File: src/sv/scfp_pkg.sv
// ----------------------------------------------------------------------------
// scfp_pkg
// Shared types and constants for the checksummed frame parser.
// ----------------------------------------------------------------------------
package scfp_pkg;

    localparam int unsigned MAX_FRAME_LEN_DEF = 255;
    localparam int unsigned MIN_FRAME_LEN     = 18;
    localparam int unsigned PAYLOAD_START     = 4;
    localparam int unsigned PAYLOAD_DEPTH     = 14;
    localparam int unsigned NUM_VALUES        = 7;
    localparam int unsigned CFG_IDX_W         = 3;

    // Register indexes on the configuration channel
    localparam logic [CFG_IDX_W-1:0] CFG_HEAD_FIRST  = 3'd0;
    localparam logic [CFG_IDX_W-1:0] CFG_HEAD_SECOND = 3'd1;
    localparam logic [CFG_IDX_W-1:0] CFG_TAIL_FIRST  = 3'd2;
    localparam logic [CFG_IDX_W-1:0] CFG_TAIL_SECOND = 3'd3;

    typedef enum logic [2:0] {
        ST_OK      = 3'd0,
        ST_BAD_HEAD = 3'd1,
        ST_BAD_TAIL = 3'd2,
        ST_BAD_SUM = 3'd3,
        ST_SHORT   = 3'd4
    } status_t;

    typedef struct packed {
        logic [7:0] head_first;
        logic [7:0] head_second;
        logic [7:0] tail_first;
        logic [7:0] tail_second;
    } frame_cfg_t;

    typedef struct packed {
        status_t                          status;
        logic [NUM_VALUES-1:0][15:0]      values;
        logic [15:0]                      received_sum;
        logic [7:0]                       frame_length;
    } frame_result_t;

endpackage

File: src/sv/scfp_frame_track.sv
// ----------------------------------------------------------------------------
// scfp_frame_track
// Per-byte frame state: count, running sum, head, payload and tail window.
// Builds the frame result on the last byte.
// ----------------------------------------------------------------------------
module scfp_frame_track #(
    parameter int unsigned MAX_FRAME_LEN = scfp_pkg::MAX_FRAME_LEN_DEF
) (
    input  logic                    aclk,
    input  logic                    aresetn,
    input  scfp_pkg::frame_cfg_t    cfg,
    input  logic                    byte_fire,
    input  logic [7:0]              data_byte,
    input  logic                    last_byte,
    output logic                    res_valid,
    output scfp_pkg::frame_result_t res
);
    import scfp_pkg::*;

    logic [7:0]  count_reg, count_next;
    logic [15:0] sum_reg, sum_next;
    logic [1:0][7:0] head_reg, head_next;
    logic [3:0][7:0] win_reg, win_next;
    logic [PAYLOAD_DEPTH-1:0][7:0] pay_reg, pay_next;
    logic [15:0] rx_sum;
    status_t     status;

    always_comb begin
        head_next = head_reg;
        pay_next  = pay_reg;
        if (count_reg < 8'd2) begin
            head_next[count_reg[0]] = data_byte;
        end
        for (int i = 0; i < PAYLOAD_DEPTH; i++) begin
            if (count_reg == 8'(PAYLOAD_START + i)) begin
                pay_next[i] = data_byte;
            end
        end
        // byte leaving the window joins the sum
        if (count_reg >= 8'(PAYLOAD_START)) begin
            sum_next = sum_reg + {8'd0, win_reg[0]};
        end else begin
            sum_next = sum_reg;
        end
        win_next = {data_byte, win_reg[3], win_reg[2], win_reg[1]};
        if (count_reg < 8'(MAX_FRAME_LEN)) begin
            count_next = count_reg + 8'd1;
        end else begin
            count_next = count_reg;
        end
    end

    always_comb begin
        rx_sum = 16'd0;
        if (count_next < 8'(MIN_FRAME_LEN)) begin
            status = ST_SHORT;
        end else begin
            rx_sum = {win_next[1], win_next[0]};
            if (head_next[0] != cfg.head_first || head_next[1] != cfg.head_second) begin
                status = ST_BAD_HEAD;
            end else if (win_next[2] != cfg.tail_first ||
                         win_next[3] != cfg.tail_second) begin
                status = ST_BAD_TAIL;
            end else if (rx_sum != sum_next) begin
                status = ST_BAD_SUM;
            end else begin
                status = ST_OK;
            end
        end
        res.status       = status;
        res.frame_length = count_next;
        res.received_sum = rx_sum;
        for (int k = 0; k < NUM_VALUES; k++) begin
            res.values[k] = (status == ST_OK) ? {pay_next[2*k+1], pay_next[2*k]} : 16'd0;
        end
    end

    assign res_valid = byte_fire & last_byte;

    always_ff @(posedge aclk) begin
        if (!aresetn) begin
            count_reg <= '0;
            sum_reg   <= '0;
            head_reg  <= '0;
            win_reg   <= '0;
            pay_reg   <= '0;
        end else if (byte_fire) begin
            head_reg <= head_next;
            win_reg  <= win_next;
            pay_reg  <= pay_next;
            // clear the frame counters after the last byte
            if (last_byte) begin
                count_reg <= '0;
                sum_reg   <= '0;
            end else begin
                count_reg <= count_next;
                sum_reg   <= sum_next;
            end
        end
    end

    a_count_bound: assert property (@(posedge aclk) disable iff (!aresetn)
        count_reg <= 8'(MAX_FRAME_LEN))
        else $error("byte count beyond maximum frame length");

    a_clear_after_last: assert property (@(posedge aclk) disable iff (!aresetn)
        byte_fire && last_byte |=> count_reg == 8'd0 && sum_reg == 16'd0)
        else $error("frame counters not cleared after last byte");

    a_count_moves: assert property (@(posedge aclk) disable iff (!aresetn)
        byte_fire && !last_byte |=> count_reg != 8'd0)
        else $error("byte count did not advance");

    a_short_no_sum: assert property (@(posedge aclk) disable iff (!aresetn)
        res_valid && res.status == ST_SHORT |-> res.received_sum == 16'd0 &&
        res.frame_length < 8'(MIN_FRAME_LEN))
        else $error("short frame reported with checksum or long length");

endmodule

File: src/sv/scfp_out_reg.sv
// ----------------------------------------------------------------------------
// scfp_out_reg
// Result register: holds one frame result until the sink takes it.
// ----------------------------------------------------------------------------
module scfp_out_reg (
    input  logic                    aclk,
    input  logic                    aresetn,
    input  logic                    in_valid,
    input  scfp_pkg::frame_result_t in_res,
    output logic                    in_ready,
    output logic                    out_valid,
    input  logic                    out_ready,
    output scfp_pkg::frame_result_t out_res
);
    import scfp_pkg::*;

    logic          valid_reg;
    frame_result_t res_reg;

    // space when empty or when the held result leaves this cycle
    assign in_ready  = !valid_reg || out_ready;
    assign out_valid = valid_reg;
    assign out_res   = res_reg;

    always_ff @(posedge aclk) begin
        if (!aresetn) begin
            valid_reg <= 1'b0;
        end else if (in_valid && in_ready) begin
            valid_reg <= 1'b1;
        end else if (out_ready) begin
            valid_reg <= 1'b0;
        end
    end

    always_ff @(posedge aclk) begin
        if (in_valid && in_ready) begin
            res_reg <= in_res;
        end
    end

endmodule

File: src/sv/sum_checked_frame_parser.sv
// ----------------------------------------------------------------------------
// sum_checked_frame_parser
// Byte-serial frame checker: head, tail and 16-bit additive checksum,
// with seven little-endian int16 values taken from bytes 4..17.
// ----------------------------------------------------------------------------
//  channel   dir   handshake             content
//  s_*       in    s_tvalid / s_tready   tdata[7:0] data_byte, tlast last_byte
//  m_*       out   m_tvalid / m_tready   tuser status, tdata length/sum/values
//  cfg_*     in    cfg_valid / cfg_ready register index and 8-bit value
//
//  One byte is taken every cycle while s_tready is high; a result is valid in
//  the cycle after the last byte of its frame, held in the single result register.
//  s_tready drops only while a result is held and m_tready is low.
//  aresetn is synchronous, active low; it clears the configuration, frame state and result valid flag.
//  cfg_ready is always high; writes take effect on the next cycle.
// ----------------------------------------------------------------------------
module sum_checked_frame_parser #(
    parameter int unsigned MAX_FRAME_LEN = scfp_pkg::MAX_FRAME_LEN_DEF
) (
    input  logic                           aclk,
    input  logic                           aresetn,
    input  logic                           s_tvalid,
    output logic                           s_tready,
    input  logic [7:0]                     s_tdata,   // [7:0] data_byte
    input  logic                           s_tlast,
    output logic                           m_tvalid,
    input  logic                           m_tready,
    output logic [135:0]                   m_tdata,   // frame_length, received_sum,
                                                      // front_left_speed, front_right_speed,
                                                      // back_left_speed, back_right_speed,
                                                      // yaw_raw, pitch_raw, roll_raw
    output logic [2:0]                     m_tuser,   // [2:0] status
    input  logic                           cfg_valid,
    output logic                           cfg_ready,
    input  logic [scfp_pkg::CFG_IDX_W-1:0] cfg_index,
    input  logic [7:0]                     cfg_data
);
    import scfp_pkg::*;

    frame_cfg_t    cfg_reg;
    frame_result_t res, out_res;
    logic          res_valid;
    logic          byte_fire;

    assign cfg_ready = 1'b1;

    always_ff @(posedge aclk) begin
        if (!aresetn) begin
            cfg_reg <= '0;
        end else if (cfg_valid) begin
            unique case (cfg_index)
                CFG_HEAD_FIRST:  cfg_reg.head_first  <= cfg_data;
                CFG_HEAD_SECOND: cfg_reg.head_second <= cfg_data;
                CFG_TAIL_FIRST:  cfg_reg.tail_first  <= cfg_data;
                CFG_TAIL_SECOND: cfg_reg.tail_second <= cfg_data;
                default: ;
            endcase
        end
    end

    assign byte_fire = s_tvalid && s_tready;

    scfp_frame_track #(
        .MAX_FRAME_LEN (MAX_FRAME_LEN)
    ) u_track (
        .aclk      (aclk),
        .aresetn   (aresetn),
        .cfg       (cfg_reg),
        .byte_fire (byte_fire),
        .data_byte (s_tdata),
        .last_byte (s_tlast),
        .res_valid (res_valid),
        .res       (res)
    );

    scfp_out_reg u_out (
        .aclk      (aclk),
        .aresetn   (aresetn),
        .in_valid  (res_valid),
        .in_res    (res),
        .in_ready  (s_tready),
        .out_valid (m_tvalid),
        .out_ready (m_tready),
        .out_res   (out_res)
    );

    assign m_tuser = out_res.status;
    assign m_tdata = {out_res.values, out_res.received_sum, out_res.frame_length};

endmodule

File: config.mk
export PLATFORM = sky130hd
export DESIGN_NAME = sum_checked_frame_parser
export DESIGN_NICKNAME = d
export VERILOG_FILES = /design/src/sv/scfp_pkg.sv /design/src/sv/scfp_frame_track.sv /design/src/sv/scfp_out_reg.sv /design/src/sv/sum_checked_frame_parser.sv
export SDC_FILE = /design/constraint.sdc
export NUM_CORES = 1
export LEC_CHECK = 0
export BUFFER_PORTS_ARGS = -buffer_cell sky130_fd_sc_hd__buf_2
export CORE_MARGIN = 2
export CORE_UTILIZATION = 60
export DETAILED_ROUTE_END_ITERATION = 8
export PLACE_DENSITY = 0.81
export SYNTH_ARGS = -nofsm -noshare
export SYNTH_HDL_FRONTEND = slang
export SYNTH_SLANG_ARGS = --single-unit
File: constraint.sdc
create_clock -name aclk -period 8.35 [get_ports aclk]
set_input_delay 1.2525 -clock aclk [delete_from_list [all_inputs] [get_ports aclk]]
set_output_delay 1.2525 -clock aclk [all_outputs]
set_load 0.02 [all_outputs]
==> metrics.txt, run 1 <==
outcome=completed; Syn Inst Count=1834; flops & latches, synth=356; Max Cap Viol=0; Worst-path clk slew=60 ps; Worst Tran Pin Value=1110 ps; FMAX=0.232 GHz; Final Total Pwr=3.79 mW; Layout Skew=20.7 ps; largest fanout on the critical path=63; Net Count, Synth=1872; nets=1952; Worst-Skew Late Latency=530 ps; Req. time, crit path=8590 ps; final wirelength=42500 um; top_reg_cell synth=dfxtp_1; DR WL/cell=18.6 um; Routed Antenna Nets=0; vias in the first global route=12900; CP Launch Type=flop; Die W=170 um; Hold Buf Count CTS=0; Core ar.=27000 um^2; crit-path leading delay family=simple AND/OR/NAND/NOR gates; XOR/XNOR Fraction of Synth Area=2.27%; Vias=13600; Worst Hold Class=reg -> reg; Netlist cell types=70; sequential area share after synthesis=51.4%; Slew Limit Headroom=25.8%; number of DRC markers in iteration 0=1339; P&R area growth vs syn=12.3%; Ys Warns=0; period utilization=51.7%; vias per cell=5.95; root buf cell=clkbuf_16; commonest non-fill, non-tap cell in the layout=nand2_1; setup tns final=0 ps; IO Pins=167; # clock sinks=356; worst setup margin=4030 ps; Max Transition Viols Final=0; CP bufs+invs=1; Critical Path AT=4560 ps; Final setup viols=0; first-pass GRT wire length=67800 um; DRC=0; crit path launch=u_track.count_reg[0]; reg-to-reg slack, setup=4030 ps; share of cells above drive strength 1=15.2%; RSZ-0062 raised after global routing=no; Critical Path Slowest Stage Cell=dfxtp_1; kind of critical path=reg -> reg; CP max stage delay=700 ps; post-synthesis adder-cell area fraction=1.03%; Simple-Gate Fraction of Synth Area=19.7%; Reg2Reg Depth=9; Hold WS=468 ps; CTS tree=built; post-synthesis compound-gate area fraction=19.6%; P per Cell Area=203 nW/um^2; Setup crit end=u_out.out_res[54]; largest family of logic cells by synthesized area=simple AND/OR/NAND/NOR gates; multiplexer area fraction after synthesis=1.70%; number of enable flip-flop cells after synthesis=139; Die ar.=29000 um^2; post-DP HPWL=26500 um; PortBufs=165; post-synth top area cell=dfxtp_1; VDD IR max=0.000184 V; pre-CTS WS=3990 ps; Max clock buf depth=3; crit path time final=4320 ps; # Post-CTS Setup Buffers=0; gpl congestion=0.919; Inst Count DP=2216; Reg2Reg Capture Point=u_out.out_res[54]; async set-reset flop share out of synthesis=0%; num rows=60; GRT Residual Overflow=0; Die Ht=170 um; largest cells by area after synthesis=dfxtp_1, edfxtp_1, nand2_1, a21boi_0, nand3_1; Final Hold Vio Count=0; commonest cells after routing, fill and taps aside=nand2_1, dfxtp_1, a21boi_0; LEAKAGE=6.13 nW; Antenna diodes=0; WP depth=9; CP Capture Type=flop; post_cts resized=0; fill count=2120; Avg Cell Area, Syn=9.04 um^2; total track usage=29.2%; share of the synthesized area in the top cell type=26.2%; initial antenna violation count=0; H-Tree Level Count=2; RR Startpoint=u_track.count_reg[0]; TritonRoute pass-1 iters=5; crit-path cells=ha_1, and3_1, a21oi_1, o31ai_1, nand3_1, nor2b_1, nand4_1, buf_4, nor2_1; largest net degree at the start of global routing=114; mapped cell area=16600 um^2; Cell Count, Final, Fillers Out=2284; CTS Buf Count=37; Initial Util=61.4%; max reg flops=139
==> worst min path at each step <==
| stage | start | to | slack, ps | cells past startpoint |
|---|---|---|---|---|
| floorplan | u_track.head_reg[3] | u_track.head_reg[3] | 440 | 2 |
| global placement | u_track.pay_reg[71] | u_track.pay_reg[71] | 450 | 2 |
| detailed placement | u_track.pay_reg[93] | u_track.pay_reg[93] | 460 | 2 |
| CTS | u_track.pay_reg[93] | u_track.pay_reg[93] | 470 | 2 |
| global route | u_track.pay_reg[65] | u_track.pay_reg[65] | 490 | 2 |
| finish | u_track.head_reg[13] | u_track.head_reg[13] | 470 | 2 |
==> cells by family (layout without fill, tap and decap cells) <==
| kind of cell | Yosys count | count (layout) |
|---|---|---|
| muxes | 28 | 28 |
| adders and majority gates | 13 | 13 |
| DFF | 356 | 356 |
| xor gates and xnor gates | 43 | 43 |
| other | 1 | 1 |
| AOI/OAI and AO/OA | 482 | 482 |
| and+or+nand+nor | 742 | 742 |
| buffers and inverters | 169 | 278 |
==> per-stage QoR <==
stage | area (um^2) | util (%)
6_report | 18600 | 68.9
5_1_grt | 18600 | 68.9
4_1_cts | 18600 | 68.9
3_5_place_dp | 17400 | 64.3
3_3_place_gp | 17400 | 64.3
2_1_floorplan | 16600 | -
==> routing by layer <==
| layer | part of all wire, % | global-route usage (%) |
|---|---|---|
| met3 | 6.3 | 3.47 |
| met2 | 48 | 48.7 |
| met4 | 2.4 | 9.44 |
| met5 | 0 | 0 |
| met1 | 43 | 39.8 |
==> worst register-to-register path, stage by stage, from the launching register on <==
cell and delay, ps:
dfxtp_1 700, ha_1 430, and3_1 620, a21oi_1 240, o31ai_1 120, nand3_1 580, nor2b_1 370, nand4_1 160
buf_4 650, nor2_1 180
==> cell usage after synthesis (19+ instances only) <==
cell and instances:
mux2i_1 27, o21ai_0 98, nand2_1 430, inv_1 30, a21oi_1 80, clkbuf_1 115
and2_1 23, nor2_1 89, dfxtp_1 217, a21oi_2 37, xnor2_1 32, a21boi_0 200
edfxtp_1 139, nor2b_1 19, nand3_1 111
==> power by group <==
| group | internal, mW | leakage [nW] | switching [mW] |
|---|---|---|---|
| Combinational | 0.0687 | 2.51 | 0.172 |
| Sequential | 1.84 | 2.99 | 0.0235 |
| Clock | 1.00 | 0.626 | 0.677 |
| Total | 2.92 | 6.13 | 0.873 |
==> final cells by class <==
type	count	area, um^2	share of cell area (%)
Multi-Input combinational cell	1309	7360	39.5
Timing Repair Buffer	180	941	5.05
Clock inverter	13	96.3	0.517
Tap cell	341	427	2.29
Clock buffer	55	1170	6.28
Inverter	30	118	0.631
Sequential cell	356	8520	45.7
Power figures use the tool's default switching activity.
==> run 2: changes to the inputs <==
--- a/config.mk
+++ b/config.mk
@@ -5,11 +5,12 @@
 export SDC_FILE = /design/constraint.sdc
 export NUM_CORES = 1
 export LEC_CHECK = 0
+export ABC_AREA = 1
 export BUFFER_PORTS_ARGS = -buffer_cell sky130_fd_sc_hd__buf_2
 export CORE_MARGIN = 2
-export CORE_UTILIZATION = 60
+export CORE_UTILIZATION = 53
 export DETAILED_ROUTE_END_ITERATION = 8
-export PLACE_DENSITY = 0.81
+export PLACE_DENSITY = 0.76
 export SYNTH_ARGS = -nofsm -noshare
 export SYNTH_HDL_FRONTEND = slang
 export SYNTH_SLANG_ARGS = --single-unit
==> constraint.sdc (replaced) <==
create_clock -name aclk -period 3.81 [get_ports aclk]
set_input_delay 0.5715 -clock aclk [delete_from_list [all_inputs] [get_ports aclk]]
set_output_delay 0.5715 -clock aclk [all_outputs]
set_load 0.02 [all_outputs]
==> metrics.txt, run 2 <==
root buf cell=clkbuf_16; Worst Hold Class=in -> reg; gpl congestion=0.881; initial antenna violation count=0; Netlist cell types=41; Hold Buf Count CTS=0; DRC=0; number of DRC markers in iteration 0=1360; CTS tree=built; Avg Cell Area, Syn=8.34 um^2; Routed Antenna Nets=0; vias per cell=5.39; crit path time final=3350 ps; top cells by count, synth=nand2_1, inv_1, dfxtp_1, o21ai_0, edfxtp_1; first-pass GRT wire length=61600 um; FMAX=0.298 GHz; Req. time, crit path=4050 ps; commonest cells after routing, fill and taps aside=nand2_1, inv_1, dfxtp_1; H-Tree Level Count=2; crit-path cells=nor2_1, nand2_2, nor2_4, o21ai_0, o21ai_0, nor2_1, nand2_1, nor2_1, nand2_1, nor2_2, nand4_1, buf_12, nor2_1; Die Ht=178 um; Die W=178 um; largest fanout on the critical path=112; Max clock buf depth=3; VDD IR max=0.000289 V; CP max stage delay=550 ps; setup tns final=0 ps; top_reg_cell synth=dfxtp_1; post-place instance area=17100 um^2; vias in the first global route=12100; Vias=13300; Layout Skew=13.9 ps; crit-path most repeated cell=nor2_1; fin area=18300 um^2; Max Transition Viols Final=0; Worst-Skew Late Latency=530 ps; P per Cell Area=471 nW/um^2; CTS Buf Count=38; period utilization=88.0%; Slew Limit Headroom=23.0%; pre-CTS WS=543 ps; outcome=completed; async set-reset flop share out of synthesis=0%; Net Count, Synth=1961; Ys Warns=0; Worst-path clk slew=60 ps; DR WL/cell=15.7 um; Worst Tran Pin Value=1150 ps; commonest non-fill, non-tap cell in the layout=nand2_1; P&R area growth vs syn=14.1%; largest net degree at the start of global routing=182; CP bufs+invs=1; share of the synthesized area in the top cell type=27.1%; CP Launch Type=flop; sequential area share after synthesis=53.1%; Final Hold Vio Count=0; Antenna diodes=0; Die ar.=31700 um^2; post-DP HPWL=25000 um; Max Cap Viol=0; Critical Path Slowest Stage Cell=nor2_4; Final setup viols=0; # clock sinks=356; num rows=63; LEAKAGE=7.70 nW; worst setup margin=458 ps; CP Capture Type=flop; post_cts resized=0; kind of critical path=reg -> reg; Syn Inst Count=1923; Core ar.=29700 um^2; largest cells by area after synthesis=dfxtp_1, edfxtp_1, nand2_1, o21ai_0, o211ai_1; post-synth top area cell=dfxtp_1; IO Pins=167; RSZ-0062 raised after global routing=no; most common cell in the netlist=nand2_1; Inst Count DP=2391; fill count=2533; Initial Util=54.0%; number of enable flip-flop cells after synthesis=139; Hold WS=352 ps; GRT Residual Overflow=0; share of cells above drive strength 1=16.9%; Cell Count, Final, Fillers Out=2461; nets=2079; flops & latches, synth=356; total track usage=24.4%; # Post-CTS Setup Buffers=0; Critical Path AT=3590 ps; mapped cell area=16000 um^2; PortBufs=165; max reg flops=139; crit-path leading delay family=simple AND/OR/NAND/NOR gates; final wirelength=38700 um; TritonRoute pass-1 iters=7
## run 2: per-stage QoR
stage | power (mW) | utilization (%)
after detailed placement | 5.16 | 57.5
after CTS | 8.67 | 61.6
after global placement | 5.13 | 57.5
after floorplan | 4.90 | -
after global routing | 8.95 | 61.6
final | 8.63 | 61.6
## run 2: worst reg2reg max path, stage by stage, from the launching register on
cell	delay, ps
dfxtp_1	360
nor2_1	220
nand2_2	240
nor2_4	560
o21ai_0	260
o21ai_0	200
nor2_1	60
nand2_1	70
nor2_1	40
nand2_1	100
nor2_2	50
nand4_1	140
buf_12	440
nor2_1	320
## run 2: layer usage
layer	global-route usage [%]	up-vias	part of all wire (%)
li1	-	6565	-
met1	33.5	6148	44
met2	38.9	455	46
met3	3.98	92	7.0
met4	9.19	0	3.4
met5	0	-	0
## run 2: cell families (layout without fill, tap and decap cells)
family / count (synthesis) / count (layout) / share of synthesized area [%]
AO/OA/AOI/OAI: 440 / 440 / 15.7
buffers and inverters: 335 / 483 / 8.42
adder cells (fa/ha/maj): 13 / 13 / 1.06
AND/OR/NAND/NOR: 748 / 748 / 20.1
other: 1 / 1 / 0.0234
XOR/XNOR: 30 / 30 / 1.64
flip-flops: 356 / 356 / 53.1
## run 2: final cells by class
class	count	area, um^2	area share [%]
clock buffers	55	1130	6.17
repair buffers	190	1050	5.76
flip-flops and latches	356	8520	46.5
multi-input cells	1232	6200	33.9
clock inverters	15	75.1	0.410
well taps	390	488	2.67
inverters	223	845	4.61
## run 2: final timing paths
kind                        startpoint                  to  slack [ps]  cells past startpoint
setup reg to reg  u_track.count_reg[7]  u_out.out_res[122]         460                     13
hold reg to reg             cfg_reg[4]          cfg_reg[4]         460                      2
hold / removal             cfg_data[1]          cfg_reg[9]         350                      3
setup / recovery  u_track.count_reg[7]  u_out.out_res[122]         460                     13
## run 2: report_power, final
group	internal (mW)	leakage (nW)	switching [mW]
registers	4.15	3.02	0.101
clock network	2.06	0.596	1.48
logic	0.256	4.08	0.576
==> run 3: changes to the inputs <==
--- a/config.mk
+++ b/config.mk
@@ -10,6 +10,7 @@
 export CORE_MARGIN = 2
 export CORE_UTILIZATION = 53
 export DETAILED_ROUTE_END_ITERATION = 8
+export MAX_ROUTING_LAYER = met4
 export PLACE_DENSITY = 0.76
 export SYNTH_ARGS = -nofsm -noshare
 export SYNTH_HDL_FRONTEND = slang
==> metrics.txt, run 3 (synthesis gave the netlist of run 2 again) <==
Die ar.=31700 um^2; setup tns final=0 ps; post_cts resized=0; vias per cell=5.36; LEAKAGE=7.68 nW; outcome=completed; Critical Path AT=3740 ps; FMAX=0.295 GHz; pre-CTS WS=568 ps; CTS tree=built; Max clock buf depth=3; Initial Util=54.0%; Cell Count, Final, Fillers Out=2454; num rows=63; multi-input combinational cell area=6200 um^2; Worst-Skew Late Latency=520 ps; Worst Hold Class=in -> reg; Core ar.=29700 um^2; # Post-CTS Setup Buffers=0; Req. time, crit path=4160 ps; Antenna diodes=0; Worst-path clk slew=60 ps; IO Pins=167; largest fanout on the critical path=112; share of cells above drive strength 1=16.7%; Layout Skew=19.0 ps; # clock sinks=356; Seq. cell area=8520 um^2; P per Cell Area=469 nW/um^2; Final setup viols=0; period utilization=89.0%; largest net degree at the start of global routing=194; CP Launch Type=flop; Final Util=61.5%; final wirelength=38300 um; Slew Limit Headroom=19.2%; vias in the first global route=12100; kind of critical path=reg -> reg; CTS Buf Count=37; CP Capture Type=flop; worst setup margin=419 ps; VDD IR max=0.000303 V; Die W=178 um; crit path time final=3390 ps; DR WL/cell=15.6 um; Die Ht=178 um; Routed Antenna Nets=0; TritonRoute pass-1 iters=5; first-pass GRT wire length=61100 um; P&R area growth vs syn=14.0%; Inst Count DP=2387; post-DP HPWL=24500 um; Worst Tran Pin Value=1200 ps; gpl congestion=0.923; Vias=13200; Hold Buf Count CTS=0; initial antenna violation count=0; fill count=2539; PortBufs=165; max reg flops=139; Final Hold Vio Count=0; GRT Residual Overflow=0; total track usage=24.9%; Max Transition Viols Final=0; H-Tree Level Count=2; commonest cells after routing, fill and taps aside=nand2_1, inv_1, dfxtp_1; RSZ-0062 raised after global routing=no; nets=2074; Max Cap Viol=0; root buf cell=clkbuf_16; DRC=0; commonest non-fill, non-tap cell in the layout=nand2_1; number of DRC markers in iteration 0=1207
[run 3: cell types whose count changed in the layout (fill, tap and decap cells not counted), sizes merged]
cell    change
clkinv      -4
clkbuf      +2
inv         -1
buf         -4
[run 3: per-stage QoR]
| step | power (mW) | instance area (um^2) | hold slack (ps) |
|---|---|---|---|
| floorplan | 4.90 | 16000 | 436 |
| global placement | 5.13 | 17100 | 446 |
| detailed placement | 5.16 | 17100 | 453 |
| CTS | 8.62 | 18300 | 360 |
| global route | 8.89 | 18300 | 393 |
| finish | 8.58 | 18300 | 366 |
[run 3: power by group]
group | internal, mW | switching (mW)
Clock | 2.03 | 1.47
Sequential | 4.15 | 0.101
Combinational | 0.258 | 0.573
Total | 6.44 | 2.15
[run 3: area by class of cell]
| cell class | instances | share of cell area, % |
|---|---|---|
| multi-input cells | 1232 | 33.9 |
| inverters | 223 | 4.62 |
| repair buffers | 186 | 5.80 |
| clock buffers | 57 | 6.10 |
| clock inverters | 10 | 0.335 |
| flip-flops and latches | 356 | 46.6 |
| well taps | 390 | 2.67 |
[run 3: layer usage]
layer	global-route usage (%)	routed length, um	vias to the layer above
met1	33.8	17100	6127
met3	2.87	2460	80
met2	39.4	17700	409
met5	-	0	-
li1	-	-	6546
met4	7.17	920	0
[run 3: worst max-delay path, cell delays in order (launching register included)]
cell     delay, ps
dfxtp_1        350
ha_1           210
inv_1           60
fa_1           400
inv_1           70
nand2_1         40
nand2_1         90
nand3_1         80
nand2_1        190
nand2_1        140
xor2_1         190
nand2_1         70
nand2_1         80
nand2_1         50
nor3_1         270
nand4_1        190
buf_12         270
nor2_1         250
[run 3: final timing paths]
check | end | slack (ps) | start | depth (start not counted)
max | u_out.out_res[122] | 420 | u_track.sum_reg[0] | 17
min | cfg_reg[9] | 370 | cfg_data[1] | 3
max reg2reg | u_out.out_res[122] | 420 | u_track.sum_reg[0] | 17
min reg2reg | cfg_reg[6] | 460 | cfg_reg[6] | 2
